File: src/hw/rtl/gda_pkg.sv
`timescale 1ns / 1ps

package gda_pkg;

    localparam int MAX_YEAR_DEF = 9999;

    // field widths
    localparam int DAY_W  = 5;
    localparam int MON_W  = 4;
    localparam int YEAR_W = 14;
    localparam int OFF_W  = 23;
    localparam int DIFF_W = 23;

    // internal widths
    localparam int YR_W  = 17;   // year counts, covers every estimate from a 25 bit day number
    localparam int SER_W = 25;   // signed serial day numbers and sums with the offset
    localparam int DBY_W = 27;   // days in a count of whole years
    localparam int DOY_W = 9;    // day of year, 0 based

    localparam logic signed [SER_W-1:0] DIFF_MAX = SER_W'((1 << (DIFF_W - 1)) - 1);
    localparam logic signed [SER_W-1:0] DIFF_MIN = -DIFF_MAX - SER_W'(1);

    // floor(k / 100) as multiply by reciprocal, exact for k below 2**17
    localparam logic [17:0] RECIP100    = 18'd167773;
    localparam int          RECIP100_SH = 24;

    // years from day number: floor(2**33 / 365.2425), rounded down
    localparam int             YR_SH    = 33;
    localparam logic [24:0]    YR_RECIP = 25'((64'd1 << YR_SH) * 64'd400 / 64'd146097);

    localparam logic [MON_W-1:0] MON_JAN = 4'd1;
    localparam logic [MON_W-1:0] MON_FEB = 4'd2;
    localparam logic [MON_W-1:0] MON_DEC = 4'd12;

    localparam logic [DAY_W-1:0] MONTH_LEN [12] = '{
        5'd31, 5'd28, 5'd31, 5'd30, 5'd31, 5'd30, 5'd31, 5'd31, 5'd30, 5'd31, 5'd30, 5'd31
    };

    localparam logic [DOY_W-1:0] MONTH_START [12] = '{
        9'd0, 9'd31, 9'd59, 9'd90, 9'd120, 9'd151, 9'd181, 9'd212, 9'd243, 9'd273,
        9'd304, 9'd334
    };

    typedef struct packed {
        logic signed [DIFF_W-1:0] diff;
        logic                     inv_a;
        logic                     inv_b;
        logic                     oor;
    } t_carry;

    typedef struct packed {
        logic signed [DIFF_W-1:0] diff;
        logic [DAY_W-1:0]         day;
        logic [MON_W-1:0]         month;
        logic [YEAR_W-1:0]        year;
        logic                     inv_a;
        logic                     inv_b;
        logic                     oor;
    } t_result;

    function automatic logic [YR_W-1:0] div100(input logic [YR_W-1:0] k);
        logic [YR_W+17:0] p;
        p = (YR_W+18)'(k) * (YR_W+18)'(RECIP100);
        return YR_W'(p >> RECIP100_SH);
    endfunction

    // days in the first k years of the calendar
    function automatic logic [DBY_W-1:0] days_in_years(input logic [YR_W-1:0] k);
        logic [YR_W-1:0] q;
        q = div100(k);
        return DBY_W'(k) * DBY_W'(365) + DBY_W'(k >> 2) - DBY_W'(q) + DBY_W'(q >> 2);
    endfunction

    function automatic logic is_leap(input logic [YR_W-1:0] y);
        logic [YR_W-1:0] q;
        logic [YR_W-1:0] rem;
        q   = div100(y);
        rem = y - YR_W'(q * YR_W'(100));
        // divisible by 100 and by 16 is divisible by 400
        return (y[1:0] == 2'b00) && ((rem != '0) || (y[3:0] == 4'b0000));
    endfunction

    function automatic logic [DAY_W-1:0] month_days(input logic [MON_W-1:0] m,
                                                    input logic leap);
        logic [DAY_W-1:0] len;
        len = '0;
        if (m >= MON_JAN && m <= MON_DEC)
            len = MONTH_LEN[m - MON_JAN];
        if (m == MON_FEB && leap)
            len = DAY_W'(29);
        return len;
    endfunction

    // days of the year before the first of month m
    function automatic logic [DOY_W-1:0] month_first(input logic [MON_W-1:0] m,
                                                     input logic leap);
        logic [DOY_W-1:0] s;
        s = '0;
        if (m >= MON_JAN && m <= MON_DEC)
            s = MONTH_START[m - MON_JAN];
        if (m > MON_FEB && m <= MON_DEC && leap)
            s = s + DOY_W'(1);
        return s;
    endfunction

endpackage

File: src/hw/rtl/gda_to_serial.sv
`timescale 1ns / 1ps

module gda_to_serial (
    input  logic [gda_pkg::DAY_W-1:0]         i_day,
    input  logic [gda_pkg::MON_W-1:0]         i_month,
    input  logic [gda_pkg::YEAR_W-1:0]        i_year,
    output logic signed [gda_pkg::SER_W-1:0]  o_serial,
    output logic                              o_invalid
);

    logic [gda_pkg::YR_W-1:0]        year_ext;
    logic                            leap;
    logic [gda_pkg::DAY_W-1:0]       dim;
    logic [gda_pkg::DBY_W-1:0]       dby;
    logic signed [gda_pkg::SER_W-1:0] base;

    assign year_ext  = gda_pkg::YR_W'(i_year);
    assign leap      = gda_pkg::is_leap(year_ext);
    // a bad month gives zero days, so any day fails
    assign dim       = gda_pkg::month_days(i_month, leap);
    assign o_invalid = (i_day == '0) || (i_day > dim);
    assign dby       = gda_pkg::days_in_years(year_ext - gda_pkg::YR_W'(1));

    always_comb begin
        // year zero is leap and starts one leap year before year one
        if (i_year == '0) begin
            base = -gda_pkg::SER_W'(366);
        end else begin
            base = $signed(gda_pkg::SER_W'(dby));
        end
        o_serial = base
                 + $signed(gda_pkg::SER_W'(gda_pkg::month_first(i_month, leap)))
                 + $signed(gda_pkg::SER_W'(i_day));
    end

endmodule

File: config.mk
export PLATFORM = sky130hd
export DESIGN_NAME = gda_to_serial
export DESIGN_NICKNAME = d
export VERILOG_FILES = /design/src/hw/rtl/gda_pkg.sv /design/src/hw/rtl/gda_to_serial.sv
export SDC_FILE = /design/constraint.sdc
export NUM_CORES = 1
export LEC_CHECK = 0
export BUFFER_PORTS_ARGS = -buffer_cell sky130_fd_sc_hd__buf_4
export CAP_MARGIN = 15
export CORE_UTILIZATION = 35
export DETAILED_ROUTE_END_ITERATION = 8
export PLACE_DENSITY = 0.61
export SLEW_MARGIN = 10
export SYNTH_ARGS = -nofsm -noshare
export SYNTH_HDL_FRONTEND = slang
export SYNTH_SLANG_ARGS = --single-unit
File: constraint.sdc
create_clock -name vclk -period 34.5
set_input_delay 5.175 -clock vclk [all_inputs]
set_output_delay 5.175 -clock vclk [all_outputs]
set_load 0.05 [all_outputs]
### Yosys cells after proc, flatten, opt, wreduce, memory -nomap -nowiden

Memory sizes are Yosys's and may differ from the RTL's.
Cells that the tools add are included.

| cells by class | value |
|---|---|
| add/subtract/negate cells | 9 |
| multipliers | 4 |
| magnitude comparators | 5 |
| equal/unequal tests | 1 |
| multiplexer cells | 9 |
| bitwise gates (word level) | 1 |
| reduce and logical (&&, ||, !) cells | 12 |

Operator list:

| operator | count |
|---|---|
| two-way mux 9 bit | 4 |
| multiplier 17 x 18 -> 35 bit, second input constant | 1 |
| multiplier 14 x 18 -> 32 bit, second input constant | 1 |
| adder 25 x 10 -> 25 bit | 1 |
| adder 25 x 15 -> 25 bit | 1 |
| adder 25 x 6 -> 25 bit | 1 |
| adder 25 x 9 -> 25 bit | 1 |
| multiplier 17 x 9 -> 25 bit, second input constant | 1 |
| two-way mux 25 bit | 1 |
| subtractor 25 x 11 -> 25 bit | 1 |
| two-way mux 5 bit | 4 |
| nonzero test 17 bit | 1 |
| subtractor 14 x 15 -> 16 bit | 1 |
| subtractor 14 x 1 -> 15 bit, second input constant | 1 |
| logical NOT 14 bit | 1 |
| multiplier 8 x 5 -> 13 bit, second input constant | 1 |
| adder 9 x 1 -> 9 bit, second input constant | 1 |
| >= comparator 5 bit, second input constant | 1 |
| greater-than comparator 5 bit | 1 |
| logical AND 1 bit | 5 |
| logical NOT 5 bit | 1 |
| inverter 4 -> 5 bit | 1 |
| equality test 4 x 2 -> 1 bit, second input constant | 1 |
| >= comparator 4 x 1 -> 1 bit, second input constant | 1 |
| other kinds (6) | 7 |

| word-level totals | value |
|---|---|
| register bits | 0 |
| bits in read-only memories | 224 |
| input bits | 23 |
| output and inout bits | 26 |
| word-level logic and storage cells | 43 |
| memories kept | 2 |

Memories:

| name | words | width | rd ports | clocked after Yosys merged registers in | write ports | RTL line | source |
|---|---|---|---|---|---|---|---|
| (name not given) | 16 | 9 | 1 | 0 | 0 | gda_pkg.sv:100 | `s = MONTH_START[m - MON_JAN];` |
| (name not given) | 16 | 5 | 1 | 0 | 0 | gda_pkg.sv:88 | `len = MONTH_LEN[m - MON_JAN];` |

### Longest topological paths before layout

| depth | value |
|---|---|
| word-level depth | 10 |
| depth in mapped cells | 66 |
| depth with buffers taken out | 65 |

### Worst setup path before layout

No wires, ideal clock.

| timing | value |
|---|---|
| kind | input to output |
| start point | in i_year[3] in the netlist's numbering |
| end point | out o_serial[21] in the netlist's numbering |
| arrival | 18.408 ns |
| required time | 29.325 ns |
| slack | 10.917 ns |
| cell stages on the path | 66 |
| buffers on the path | 1 |
| cells stage by stage | clkbuf_1 > inv_1 > ha_1 > inv_1 > fa_1 > fa_1 > inv_1 > fa_1 > fa_1 > inv_1 > fa_1 > inv_1 > ha_1 > a21o_1 > a221oi_2 > o21ai_0 > nor3_1 > nor2b_1 > [30 not listed] > nor3_1 > mux2i_1 > fa_1 > inv_1 > ha_1 > fa_1 > a21o_1 > a21oi_1 > o21bai_1 > a21oi_1 > o21bai_1 > a21oi_1 > nor2b_1 > o22ai_1 > nor2_1 > o2111ai_1 > nor2_1 > xor2_1 |

| on the way | value |
|---|---|
| longest elaborated chain between the ends | 10 |
| elaborated cells between the ends (all ways) | 19 |
| classes of those cells | 7 x add/sub; 4 x mul; 2 x mux; 6 x reduce/logical |

Ends and longest elaborated chain:

| element | RTL line | source |
|---|---|---|
| start, declared | gda_to_serial.sv:6 | `input logic [gda_pkg::YEAR_W-1:0] i_year,` |
| parallel branches: the longest is 8 deep, another holds multiplier 17 x 9 -> 25 bit | n/a |  |
| adder 25 x 10 -> 25 bit (*) | gda_to_serial.sv:32 | `+ $signed(gda_pkg::SER_W'(gda_pkg::month_first(i_month, leap)))` |
| adder 25 x 6 -> 25 bit (*) | gda_to_serial.sv:33 | `+ $signed(gda_pkg::SER_W'(i_day));` |
| end, declared | gda_to_serial.sv:7 | `output logic signed [gda_pkg::SER_W-1:0] o_serial,` |

Every way passes the cells marked *.

### Worst setup path after layout

| timing | value |
|---|---|
| start point | in i_year[0] in the netlist's numbering |
| end point | out o_serial[22] in the netlist's numbering |

The elaborated chain is that of the path after synthesis.

==> metrics <==
# port buffers 49; post-CTS sizing 0; Synth cell types 66; die extent in y 217.2 microns; RSZ-0062 raised after global routing no; Inserted Diodes 0; initial core utilization 35.57%; Fin. Hold Viols 0; Syn Std Cell Area 16210 sq um; CP Class input port to output port; Final Slew Violations 0; DR pass1 iterations 5; gr usage total 16.96%; GRT Max-Usage Layer met2; max frequency 38.70 MHz; Max Cap Viol 0; global-route wire length before repair 64000 microns; num sequential 0; Tmin final 25840 ps; Seq/Total Area, Yosys 0%; IO Pins just under 50; Final HPWL DP 34800 microns; hold_sp i_day[0]; number of global-route vias before repair 12810; syn nets 2468; synth cell count leaders inv_1, ha_1, fa_1; setup_tns 0 ps; Register Area 0 sq um; outcome finished, final reports clean; Syn Area/Cell 9.158 sq um; die width 217.2 microns; layout cells sized above 1 4.247%; Slew headroom just under 40%; CP Capture Type output port; final WL between 30000 and 40000 microns; total die area 47180 sq um; delay-heaviest family, CP adder cells; measured slew at the worst slew-check pin 907.5 ps; Remaining DRCs 0; Max FO, Critical Path 14; layout net count 2513; Area Growth Syn to Fin 6.970%; vias per std cell around 4.9; CORE AREA between 40000 and 50000 sq um; FILL cells 4626; HP Class input port to output port; area of the multi-input gates about 14000 sq um; hold buffers post-CTS 0; gpl congestion about 0.92; final period utilization 74.90%; area leader, netlist fa_1; startpoint types input port; top-area cell type share of the netlist area 34.58%; most common cell in the netlist inv_1; largest stage delay on the critical path 760 ps; slowest stage cell, crit path nor4_1; largest cells by area after synthesis fa_1, ha_1, inv_1; count of final setup violators 0; met1 Use GR 22.60%; routed vias 11790; initial antenna violation count 1; Critical Path RT 29320 ps; DR iter-0 viols roughly 430; Post-Syn Instances between 1500 and 2000; CP bufs+invs 12; M2 GR Usage between 30% and 40%; Post-Route Utilization between 30% and 40%; largest net degree at the start of global routing 18; GR Overflow Total 0; antenna-violating nets left 0; Worst Path Arrival 20670 ps; Setup Fix Bufs, Post-CTS 0; Synthesis Warnings 0; GR Layer Usage met3 0.8386%; clock buffers 0; WL per Instance around 16 microns; Site Rows 78; Top cell by count, worst path inv_1; Crit. Startpoint i_year[0]
==> through the flow <==
stage / cells / worst slack [ps] / cell area (sq um) / hold WS [ps]
5_1_grt: 2413 / 7370 / 17340 / 10710
4_1_cts: 2413 / 8473 / 17340 / 10700
3_5_place_dp: 2413 / 8500 / 17340 / 10700
6_report: 2413 / 8660 / 17340 / 10700
3_3_place_gp: 2413 / 8704 / 17340 / 10690
2_1_floorplan: 1770 / 10920 / 16210 / 10670
==> worst paths after layout <==
path,to,slack [ps],depth (start not counted)
min,o_invalid,10700,3
max,o_serial[22],8660,53
==> cell families after synthesis <==
group,after synthesis,share of synthesized area [%]
multiplexers,9,0.5558
adder cells (fa/ha/maj),676,65.13
buffers and inverters,513,11.88
AND/OR/NAND/NOR,243,7.526
AO/OA/AOI/OAI,235,9.780
XOR/XNOR,94,5.125
==> placed cells by master, fill, tap and decap left out, types with 3 or more instances in the layout <==
| cell type | netlist | layout |
|---|---|---|
| inv_1 | 498 | 498 |
| ha_1 | 395 | 395 |
| fa_1 | 280 | 280 |
| nor2_1 | 74 | 74 |
| a21oi_1 | 62 | 62 |
| buf_4 | 0 | 58 |
| xnor2_1 | 52 | 52 |
| nand2_1 | 49 | 49 |
| o21ai_0 | 43 | 43 |
| a21o_1 | 42 | 42 |
| xor2_1 | 41 | 41 |
| nand3_1 | 23 | 23 |
| nand2b_1 | 16 | 16 |
| nor3_1 | 15 | 15 |
| nor2b_1 | 13 | 13 |
| o21a_1 | 12 | 12 |
| o211ai_1 | 10 | 10 |
| or3_1 | 10 | 10 |
| mux2i_1 | 9 | 9 |
| nand4_1 | 7 | 7 |
| and2_1 | 7 | 7 |
| a31oi_1 | 7 | 7 |
| a211oi_1 | 6 | 6 |
| o21bai_1 | 6 | 6 |
| nor3b_1 | 5 | 5 |
| a211o_1 | 4 | 4 |
| and4_1 | 4 | 4 |
| a31o_2 | 4 | 4 |
| o2111ai_1 | 4 | 4 |
| or2_2 | 4 | 4 |
| or4_1 | 3 | 3 |
| nor4_1 | 3 | 3 |
| o22ai_1 | 3 | 3 |
==> layout make-up <==
| cell class | instances | share of cell area [%] |
|---|---|---|
| multi-input combinational | 1257 | 82.38 |
| inverter | 498 | 10.78 |
| tap | 600 | 4.330 |
| timing repair buffer | 58 | 2.511 |
==> per-layer routing <==
layer  routed length (microns)  vias to the layer above
li1                          -                     5711
met1                     17550                     5850
met2                     18970                      194
met3                      1273                       34
met4                       540                        0
met5                         0                        -
Power is not shown: default switching activity piles up to over one toggle a cycle in this logic, so the estimate is an artifact.
