**config.mk**
```make
export PLATFORM = sky130hd
export DESIGN_NAME = gda_from_serial
export DESIGN_NICKNAME = d
export VERILOG_FILES = /design/src/hw/rtl/gda_pkg.sv /design/src/hw/rtl/gda_from_serial.sv
export SDC_FILE = /design/constraint.sdc
export NUM_CORES = 2
export LEC_CHECK = 0
export ABC_AREA = 1
export BUFFER_PORTS_ARGS = -buffer_cell sky130_fd_sc_hd__buf_4
export CORE_ASPECT_RATIO = 0.7
export CORE_MARGIN = 5
export CORE_UTILIZATION = 35
export CTS_BUF_LIST = sky130_fd_sc_hd__clkbuf_4
export CTS_CLUSTER_SIZE = 12
export DETAILED_ROUTE_END_ITERATION = 7
export PLACE_DENSITY_LB_ADDON = 0.12
export SLEW_MARGIN = 40
export SYNTH_ARGS = -nofsm -noshare
export SYNTH_HDL_FRONTEND = slang
export SYNTH_SLANG_ARGS = --single-unit
export TNS_END_PERCENT = 5
```
**constraint.sdc**
```tcl
create_clock -name i_clk -period 12.22 [get_ports i_clk]
set_input_delay 3.666 -clock i_clk [delete_from_list [all_inputs] [get_ports i_clk]]
set_output_delay 3.666 -clock i_clk [all_outputs]
set_load 0.01 [all_outputs]
```
**src/hw/rtl/gda_pkg.sv**
```systemverilog
`timescale 1ns / 1ps

package gda_pkg;

    localparam int MAX_YEAR_DEF = 9999;

    // field widths
    localparam int DAY_W  = 5;
    localparam int MON_W  = 4;
    localparam int YEAR_W = 14;
    localparam int OFF_W  = 23;
    localparam int DIFF_W = 23;

    // internal widths
    localparam int YR_W  = 17;   // year counts, covers every estimate from a 25 bit day number
    localparam int SER_W = 25;   // signed serial day numbers and sums with the offset
    localparam int DBY_W = 27;   // days in a count of whole years
    localparam int DOY_W = 9;    // day of year, 0 based

    localparam logic signed [SER_W-1:0] DIFF_MAX = SER_W'((1 << (DIFF_W - 1)) - 1);
    localparam logic signed [SER_W-1:0] DIFF_MIN = -DIFF_MAX - SER_W'(1);

    // floor(k / 100) as multiply by reciprocal, exact for k below 2**17
    localparam logic [17:0] RECIP100    = 18'd167773;
    localparam int          RECIP100_SH = 24;

    // years from day number: floor(2**33 / 365.2425), rounded down
    localparam int             YR_SH    = 33;
    localparam logic [24:0]    YR_RECIP = 25'((64'd1 << YR_SH) * 64'd400 / 64'd146097);

    localparam logic [MON_W-1:0] MON_JAN = 4'd1;
    localparam logic [MON_W-1:0] MON_FEB = 4'd2;
    localparam logic [MON_W-1:0] MON_DEC = 4'd12;

    localparam logic [DAY_W-1:0] MONTH_LEN [12] = '{
        5'd31, 5'd28, 5'd31, 5'd30, 5'd31, 5'd30, 5'd31, 5'd31, 5'd30, 5'd31, 5'd30, 5'd31
    };

    localparam logic [DOY_W-1:0] MONTH_START [12] = '{
        9'd0, 9'd31, 9'd59, 9'd90, 9'd120, 9'd151, 9'd181, 9'd212, 9'd243, 9'd273,
        9'd304, 9'd334
    };

    typedef struct packed {
        logic signed [DIFF_W-1:0] diff;
        logic                     inv_a;
        logic                     inv_b;
        logic                     oor;
    } t_carry;

    typedef struct packed {
        logic signed [DIFF_W-1:0] diff;
        logic [DAY_W-1:0]         day;
        logic [MON_W-1:0]         month;
        logic [YEAR_W-1:0]        year;
        logic                     inv_a;
        logic                     inv_b;
        logic                     oor;
    } t_result;

    function automatic logic [YR_W-1:0] div100(input logic [YR_W-1:0] k);
        logic [YR_W+17:0] p;
        p = (YR_W+18)'(k) * (YR_W+18)'(RECIP100);
        return YR_W'(p >> RECIP100_SH);
    endfunction

    // days in the first k years of the calendar
    function automatic logic [DBY_W-1:0] days_in_years(input logic [YR_W-1:0] k);
        logic [YR_W-1:0] q;
        q = div100(k);
        return DBY_W'(k) * DBY_W'(365) + DBY_W'(k >> 2) - DBY_W'(q) + DBY_W'(q >> 2);
    endfunction

    function automatic logic is_leap(input logic [YR_W-1:0] y);
        logic [YR_W-1:0] q;
        logic [YR_W-1:0] rem;
        q   = div100(y);
        rem = y - YR_W'(q * YR_W'(100));
        // divisible by 100 and by 16 is divisible by 400
        return (y[1:0] == 2'b00) && ((rem != '0) || (y[3:0] == 4'b0000));
    endfunction

    function automatic logic [DAY_W-1:0] month_days(input logic [MON_W-1:0] m,
                                                    input logic leap);
        logic [DAY_W-1:0] len;
        len = '0;
        if (m >= MON_JAN && m <= MON_DEC)
            len = MONTH_LEN[m - MON_JAN];
        if (m == MON_FEB && leap)
            len = DAY_W'(29);
        return len;
    endfunction

    // days of the year before the first of month m
    function automatic logic [DOY_W-1:0] month_first(input logic [MON_W-1:0] m,
                                                     input logic leap);
        logic [DOY_W-1:0] s;
        s = '0;
        if (m >= MON_JAN && m <= MON_DEC)
            s = MONTH_START[m - MON_JAN];
        if (m > MON_FEB && m <= MON_DEC && leap)
            s = s + DOY_W'(1);
        return s;
    endfunction

endpackage

```
**src/hw/rtl/gda_from_serial.sv**
```systemverilog
`timescale 1ns / 1ps

module gda_from_serial (
    input  logic                          i_clk,
    input  logic                          i_rst_n,
    input  logic                          i_valid,
    output logic                          o_ready,
    input  logic [gda_pkg::SER_W-1:0]     i_n,
    input  gda_pkg::t_carry               i_carry,
    output logic                          o_valid,
    input  logic                          i_ready,
    output gda_pkg::t_result              o_res
);

    localparam int PW = gda_pkg::SER_W + 25;

    logic load_a, load_b, load_c, load_o;

    logic                          r_a_v, r_b_v, r_c_v, r_o_v;
    logic [gda_pkg::YR_W-1:0]      r_a_e, n_a_e;
    logic [gda_pkg::SER_W-1:0]     r_a_n, r_b_n;
    gda_pkg::t_carry               r_a_carry, r_b_carry, r_c_carry;
    logic [gda_pkg::YR_W-1:0]      r_b_y0, n_b_y0;
    logic [gda_pkg::DOY_W-1:0]     r_c_doy, n_c_doy;
    logic [gda_pkg::YR_W-1:0]      r_c_year, n_c_year;
    logic                          r_c_leap, n_c_leap;
    gda_pkg::t_result              r_o, n_o;

    logic [PW-1:0]                 prod;
    logic [gda_pkg::YR_W-1:0]      e_raw;
    logic [gda_pkg::MON_W-1:0]     mon;

    assign load_o  = !r_o_v || i_ready;
    assign load_c  = !r_c_v || load_o;
    assign load_b  = !r_b_v || load_c;
    assign load_a  = !r_a_v || load_b;
    assign o_ready = load_a;
    assign o_valid = r_o_v;
    assign o_res   = r_o;

    // year estimate, at most three below the true count of whole years
    always_comb begin
        prod  = PW'(i_n) * PW'(gda_pkg::YR_RECIP);
        e_raw = gda_pkg::YR_W'(prod >> gda_pkg::YR_SH);
        n_a_e = (e_raw == '0) ? '0 : e_raw - gda_pkg::YR_W'(1);
    end

    always_comb begin
        n_b_y0 = r_a_e;
        for (int j = 1; j <= 3; j++) begin
            if (gda_pkg::DBY_W'(r_a_n) >=
                gda_pkg::days_in_years(r_a_e + gda_pkg::YR_W'(j))) begin
                n_b_y0 = n_b_y0 + gda_pkg::YR_W'(1);
            end
        end
    end

    always_comb begin
        n_c_doy  = gda_pkg::DOY_W'(gda_pkg::DBY_W'(r_b_n) - gda_pkg::days_in_years(r_b_y0));
        n_c_year = r_b_y0 + gda_pkg::YR_W'(1);
        n_c_leap = gda_pkg::is_leap(n_c_year);
    end

    always_comb begin
        mon = gda_pkg::MON_JAN;
        for (int m = int'(gda_pkg::MON_FEB); m <= int'(gda_pkg::MON_DEC); m++) begin
            if (r_c_doy >= gda_pkg::month_first(gda_pkg::MON_W'(m), r_c_leap)) begin
                mon = gda_pkg::MON_W'(m);
            end
        end
        n_o.diff  = r_c_carry.diff;
        n_o.inv_a = r_c_carry.inv_a;
        n_o.inv_b = r_c_carry.inv_b;
        n_o.oor   = r_c_carry.oor;
        if (r_c_carry.inv_a || r_c_carry.oor) begin
            n_o.day   = '0;
            n_o.month = '0;
            n_o.year  = '0;
        end else begin
            n_o.day   = gda_pkg::DAY_W'(r_c_doy - gda_pkg::month_first(mon, r_c_leap)
                                        + gda_pkg::DOY_W'(1));
            n_o.month = mon;
            n_o.year  = gda_pkg::YEAR_W'(r_c_year);
        end
    end

    always_ff @(posedge i_clk) begin
        if (!i_rst_n) begin
            r_a_v <= 1'b0;
            r_b_v <= 1'b0;
            r_c_v <= 1'b0;
            r_o_v <= 1'b0;
        end else begin
            if (load_a) r_a_v <= i_valid;
            if (load_b) r_b_v <= r_a_v;
            if (load_c) r_c_v <= r_b_v;
            if (load_o) r_o_v <= r_c_v;
        end
    end

    always_ff @(posedge i_clk) begin
        if (load_a) begin
            r_a_e     <= n_a_e;
            r_a_n     <= i_n;
            r_a_carry <= i_carry;
        end
        if (load_b) begin
            r_b_y0    <= n_b_y0;
            r_b_n     <= r_a_n;
            r_b_carry <= r_a_carry;
        end
        if (load_c) begin
            r_c_doy   <= n_c_doy;
            r_c_year  <= n_c_year;
            r_c_leap  <= n_c_leap;
            r_c_carry <= r_b_carry;
        end
        if (load_o) begin
            r_o <= n_o;
        end
    end

endmodule
```
==> After elaboration in Yosys (flattened, before gate mapping) <==
Memory sizes are Yosys's and may differ from the RTL's.
Cells that the tools add are included.
{ "totals": {"out_inout_bits": 51, "romBits": 144, "mem_count": 1, "in_bits": 55, "word_cells": 134, "ff_bits": 223} }
{ "memory_table": {"columns": ["memory", "words", "word_bits", "rd", "rd_ports_with_merged_regs", "wr", "line_no", "rtl"], "rows": [
  ["(name not given)", 16, 9, 1, 0, 0, "gda_pkg.sv:100", "s = MONTH_START[m - MON_JAN];"]
]} }
{ "classes": {"order_cmp": 18, "mul": 11, "n_mux": 30, "n_reduce_logical": 18, "n_addsub": 25, "n_bitwise": 1} }
{ "op_table": {"columns": ["operator", "count"], "rows": [
  ["multiplier 17 x 18 -> 35 bit (second input constant)", 5],
  ["adder 26 x 15 -> 27 bit", 3],
  ["adder 27 x 9 -> 27 bit", 3],
  [">= comparator 25 x 27 -> 1 bit", 3],
  ["subtractor 27 x 11 -> 27 bit", 3],
  ["multiplier 17 x 9 -> 26 bit (second input constant)", 3],
  ["adder 17 x 1 -> 17 bit (second input constant)", 4],
  ["2-to-1 mux 17 bit", 3],
  ["multiplier 25 x 24 -> 49 bit (second input constant)", 1],
  [">= comparator 9 x 8 -> 1 bit", 4],
  ["adder 17 x 2 -> 17 bit (second input constant)", 2],
  ["2-to-1 mux 5 bit", 6],
  ["2-to-1 mux 4 bit", 7],
  [">= comparator 9 bit", 3],
  ["adder 9 bit", 2],
  [">= comparator 9 x 7 -> 1 bit", 2],
  ["subtractor 9 bit", 2],
  ["zero test 17 bit", 1],
  ["multiplier 17 x 9 -> 9 bit (second input constant)", 1],
  ["nonzero test 17 bit", 1],
  ["subtractor 17 x 1 -> 17 bit (second input constant)", 1],
  ["subtractor 17 bit", 1],
  ["multiplier 11 x 5 -> 15 bit (second input constant)", 1],
  ["2-to-1 mux 3 bit", 5],
  ["17 further kinds", 36]
]} }

==> Logic depth before layout (Yosys ltp) <==
{ "depth": {"word_depth": 24, "depth_mapped": 77, "depth_no_buf": 76} }

==> Worst setup path after synthesis <==
OpenSTA, ideal clock, no wires.
{ "synth_path": {"kind": "register to register", "startpoint": "register r_a_e[1] in the netlist's numbering", "endpoint": "register r_b_y0[13] in the netlist's numbering, data pin", "path_buffers": 1, "stages_incl_launch_ff": 66, "setup_slack_ns": -1.089, "period_less_slack_ns": 13.309, "arrival_time_ns": 13.052, "setup_time_ns": 0.257, "required_ns": 11.963, "path_cell_list": "edfxtp_1 clkbuf_1 clkinv_1 nor2_1 xor2_1 inv_1 fa_1 fa_1 inv_1 fa_1 inv_1 fa_1 inv_1 fa_1 inv_1 fa_1 ha_1 nand4_1 [30 not listed] ha_1 nand4_1 nor4_1 a31oi_1 nand2_1 nand2_1 nand2_1 nand3_2 nor2_1 nand2_1 nand2_2 nand2_1 nor2_2 nand3b_4 nor2_1 nand3_1 nor3_1 nor2_1"} }
{ "synth_via": {"elab_chain_cells": 11, "word_cells_on_any_way": 26, "classes_between": "add/sub (14); mul (6); order compare (3); mux (3)"} }
{ "synth_rtl": {"columns": ["element", "line_no", "rtl"], "rows": [
  ["start: declaration", "gda_from_serial.sv:20", "logic [gda_pkg::YR_W-1:0] r_a_e, n_a_e;"],
  ["start signal: assignment", "gda_from_serial.sv:103", "r_a_e <= n_a_e;"],
  ["adder 17 x 1 -> 17 bit", "gda_from_serial.sv:52, gda_from_serial.sv:53", null],
  ["multiplier 17 x 9 -> 26 bit", "gda_pkg.sv:71", "return DBY_W'(k) * DBY_W'(365) + DBY_W'(k >> 2) - DBY_W'(q) + DBY_W'(q >> 2);"],
  ["adder 26 x 15 -> 27 bit", "gda_pkg.sv:71", null],
  ["subtractor 27 x 11 -> 27 bit", "gda_pkg.sv:71", null],
  ["adder 27 x 9 -> 27 bit", "gda_pkg.sv:71", null],
  [">= comparator 25 x 27 -> 1 bit", "gda_from_serial.sv:51", "if (gda_pkg::DBY_W'(r_a_n) >="],
  ["2-to-1 mux 17 bit", "gda_from_serial.sv:51", null],
  ["adder 17 x 1 -> 17 bit", "gda_from_serial.sv:53", "n_b_y0 = n_b_y0 + gda_pkg::YR_W'(1);"],
  ["2-to-1 mux 17 bit", "gda_from_serial.sv:51", null],
  ["adder 17 x 1 -> 17 bit", "gda_from_serial.sv:53", null],
  ["2-to-1 mux 17 bit *", "gda_from_serial.sv:51", null],
  ["net n_b_y0, one bit", "gda_from_serial.sv:23", "logic [gda_pkg::YR_W-1:0] r_b_y0, n_b_y0;"],
  ["end signal: assignment", "gda_from_serial.sv:108", "r_b_y0 <= n_b_y0;"],
  ["end: declaration", "gda_from_serial.sv:23", null]
]} }
Mark *: on every way through the listed nets, which the timed path passes. The rest lies on a longest branch.
A chain may end at the register's enable or synchronous reset.

==> Worst setup path in the final report <==
{ "layout_path": {"startpoint": "register r_a_e[2] in the netlist's numbering", "endpoint": "register r_b_y0[16] in the netlist's numbering, data pin"} }
Same word-level chain as after synthesis.

==> summary.md <==
| Metric | Value |
|---|---|
| Clock slew at reported path FFs | `0.07 ns` |
| Gp weighted congestion | `0.916` |
| Setup TNS | `-17.69 ns` |
| Syn Area/Cell | `9.44 um2` |
| Longest Clk Path Bufs | `3` |
| Max incr delay on CP | `0.54 ns` |
| Critical path class | `flip-flop to flip-flop` |
| Metal-1 WL | `113000 um` |
| CTS Sinks | `223` |
| Max-slew violation count | `0` |
| Detailed-route DRC error count | `0` |
| Worst EP arrival | `13.93 ns` |
| Antenna violations before repair | `4` |
| Row Count | `134` |
| Finished Layout Cells | `10824` |
| Relative slew slack | `0.517` |
| Number of synthesized flops with an enable pin | `219` |
| Largest net degree at the start of global routing | `52` |
| Outcome | `finished, violations left` |
| Global-route wire length before repair | `321000 um` |
| DPL Wire Length | `186000 um` |
| Hold WC Path Type | `flip-flop to flip-flop` |
| CTS Buf Count | `58` |
| Cells after Synth | `7096` |
| Worst EP required | `12.73 ns` |
| Post-synth cell types | `69` |
| Clock Tree Root | `clkbuf_4` |
| Final Hold Slack | `0.399 ns` |
| Core Util, Final | `0.424` |
| Placed insts | `10659` |
| CTS tree | `yes` |
| Crit path capture type | `flip-flop` |
| Final worst slack | `-1.20 ns` |
| Skew final | `0.0824 ns` |
| Total grt overflow | `0` |
| Syn Std Cell Area | `67000 um2` |
| Number of global-route vias before repair | `52995` |
| Nets | `10841` |
| RSZ-0062 raised after global routing | `true` |
| Wire per inst | `19.0 um` |
| Antenna viol nets, final | `0` |
| Worst-skew pair later-pin latency | `0.83 ns` |
| Final setup violating endpoints | `17` |
| Vias | `50081` |
| Net count of the mapped netlist | `9677` |
| H-tree levels | `2` |
| Final hold vios | `0` |
| F_max | `74.5 MHz` |
| Failing checks | `setup timing` |
| Max layer used | `met4` |
| Top FF cell, synth | `edfxtp_1` |
| IO buf count | `105` |
| Worst-margin pin slew | `0.724 ns` |
| First drt pass iteration count | `5` |
| Warnings, synthesis | `0` |
| Area Growth Syn to Fin | `20.5%` |
| Worst-path maximum fanout | `6` |
| Shortest period the worst path allows | `13.42 ns` |
| Vias per cell | `4.63` |
| CP dominant cell by count | `fa_1` |
| Startpoint Class | `flip-flop` |
| Sequential area share after synthesis | `0.0994` |
| Die area | `200000 um2` |
| Ports | `106` |
| Max-cap violation count | `0` |
| Core Footprint | `190000 um2` |
| Die width | `533 um` |
| Gr usage total | `0.208` |
| Starting Density | `0.352` |
| Slowest stage cell, crit path | `fa_2` |
| Share of layout cells above drive strength 1 | `0.188` |
| Die Span Y | `376 um` |
| Yosys reg bits | `223` |
| Async SR Flop Fraction | `0` |
| Overall routed net length | `206000 um` |
| Met3 wire len | `11500 um` |
| WL met2 | `80400 um` |
| Part of the cycle the worst path needs | `1.10` |
| Initial DRC count | `2883` |
metal layers:
layer  track usage  vias to the layer above
li1              -                    24372
met5             0                        -
met4        0.0180                        0
met2         0.290                      965
met3        0.0301                       84
met1         0.346                    24660
cell usage after synthesis, types with 11 or more instances:
library cell     n  area, um2
inv_1         2069       7770
ha_1          1367      17100
fa_1          1159      23200
nand2_1        676       2540
a21oi_1        331       1660
nor2_1         268       1010
edfxtp_1       219       6580
xor2_1         184       1610
o21ai_0        146        731
nand3_1        133        666
xnor2_1         92        806
nand4_1         57        357
nor3_1          40        200
a21o_1          31        233
nand2_2         29        181
a31oi_1         28        175
o21bai_1        24        180
nor4_1          21        131
or2_2           18        113
nor2_2          16        100
o211ai_1        16        120
o21a_1          16        120
inv_2           13       48.8
nand3_2         11        110
nor2_4          11        124
critical path: cells and delay by family, from the launching register on:
kind	cells	cell delay, ns
AO/OA/AOI/OAI	13	2.08
XOR/XNOR	3	0.52
adder cells (fa/ha/maj)	14	6.06
buffers and inverters	20	1.69
flip-flops	1	0.39
AND/OR/NAND/NOR	24	2.33
sequential cells by signal, summed over array words and instances (netlist names):
signal,cells
n_o,26
r_b_n,9
r_a_n,25
r_a_carry,26
r_c_doy,9
o_res,49
r_c_year,14
r_c_leap,1
r_b_carry,26
o_valid,1
r_a_e,17
r_b_y0,17
r_b_v,1
r_a_v,1
r_c_v,1
kinds of logic after synthesis:
kind of cell               synth area share
adders and majority gates             0.602
buffers and inverters                 0.119
DFF                                  0.0994
AOI/OAI and AO/OA                    0.0559
xor gates and xnor gates             0.0374
and+or+nand+nor                      0.0864
cells in the final DEF, fill, tap and decap left out, drive strengths merged, types with 2 or more instances in the layout:
cell type / netlist / layout
and2: 2 / 2
diode: 0 / 3
o2111ai: 7 / 7
clkbuf: 8 / 84
a21boi: 6 / 6
buf: 13 / 1125
dfxtp: 4 / 4
a31o: 2 / 2
edfxtp: 219 / 219
o221a: 3 / 3
o31ai: 8 / 8
a2111oi: 3 / 3
a221oi: 4 / 4
xnor2: 93 / 93
nor3: 42 / 42
xor2: 187 / 187
nand4: 59 / 59
nand3: 146 / 146
a31oi: 28 / 28
ha: 1367 / 1367
or2: 20 / 20
o21ai: 157 / 157
o221ai: 7 / 7
inv: 2082 / 2079
clkinvlp: 0 / 4
clkinv: 1 / 20
nand2: 712 / 712
nor2: 295 / 295
a21o: 31 / 31
and3: 2 / 2
a21oi: 331 / 331
nand3b: 4 / 4
o21bai: 24 / 24
a211oi: 8 / 8
o21a: 16 / 16
nor4: 21 / 21
fa: 1159 / 1159
o211ai: 16 / 16
what timing repair did:
action                     4_1_cts  5_1_grt
resized for setup               72      148
setup endpoints to repair       17       18
hold buffers                     0        0
pin swaps                       36      117
buffers inserted                23       33
through the flow:
stage,setup WS [ns],cell area [um2]
floorplan,-0.471,67300
global placement,-1.72,78500
detailed placement,-1.75,78500
CTS,-1.21,79800
global route,-1.93,80700
finish,-1.20,80700
final timing paths:
check / start / cells past startpoint / end / slack, ns
worst max-delay path: r_a_e[2] / 74 / r_b_y0[16] / -1.20
worst min-delay path: r_a_carry[8] / 0 / r_b_carry[8] / 0.40
worst max register to register: r_a_e[2] / 74 / r_b_y0[16] / -1.20
worst min register to register: r_a_carry[8] / 0 / r_b_carry[8] / 0.40
layout make-up:
class | count | area [um2]
fillers | 18982 | 110000
multi-input cells | 4769 | 53600
repair buffers | 1125 | 8670
inverters | 2083 | 7840
flip-flops and latches | 223 | 6660
well taps | 2516 | 3150
clock buffers | 84 | 631
clock inverters | 21 | 129
diodes | 3 | 7.51
Power is left out: the tool's default activity adds up to more than one toggle a clock period on the data nets, which glitch-free logic cannot reach.
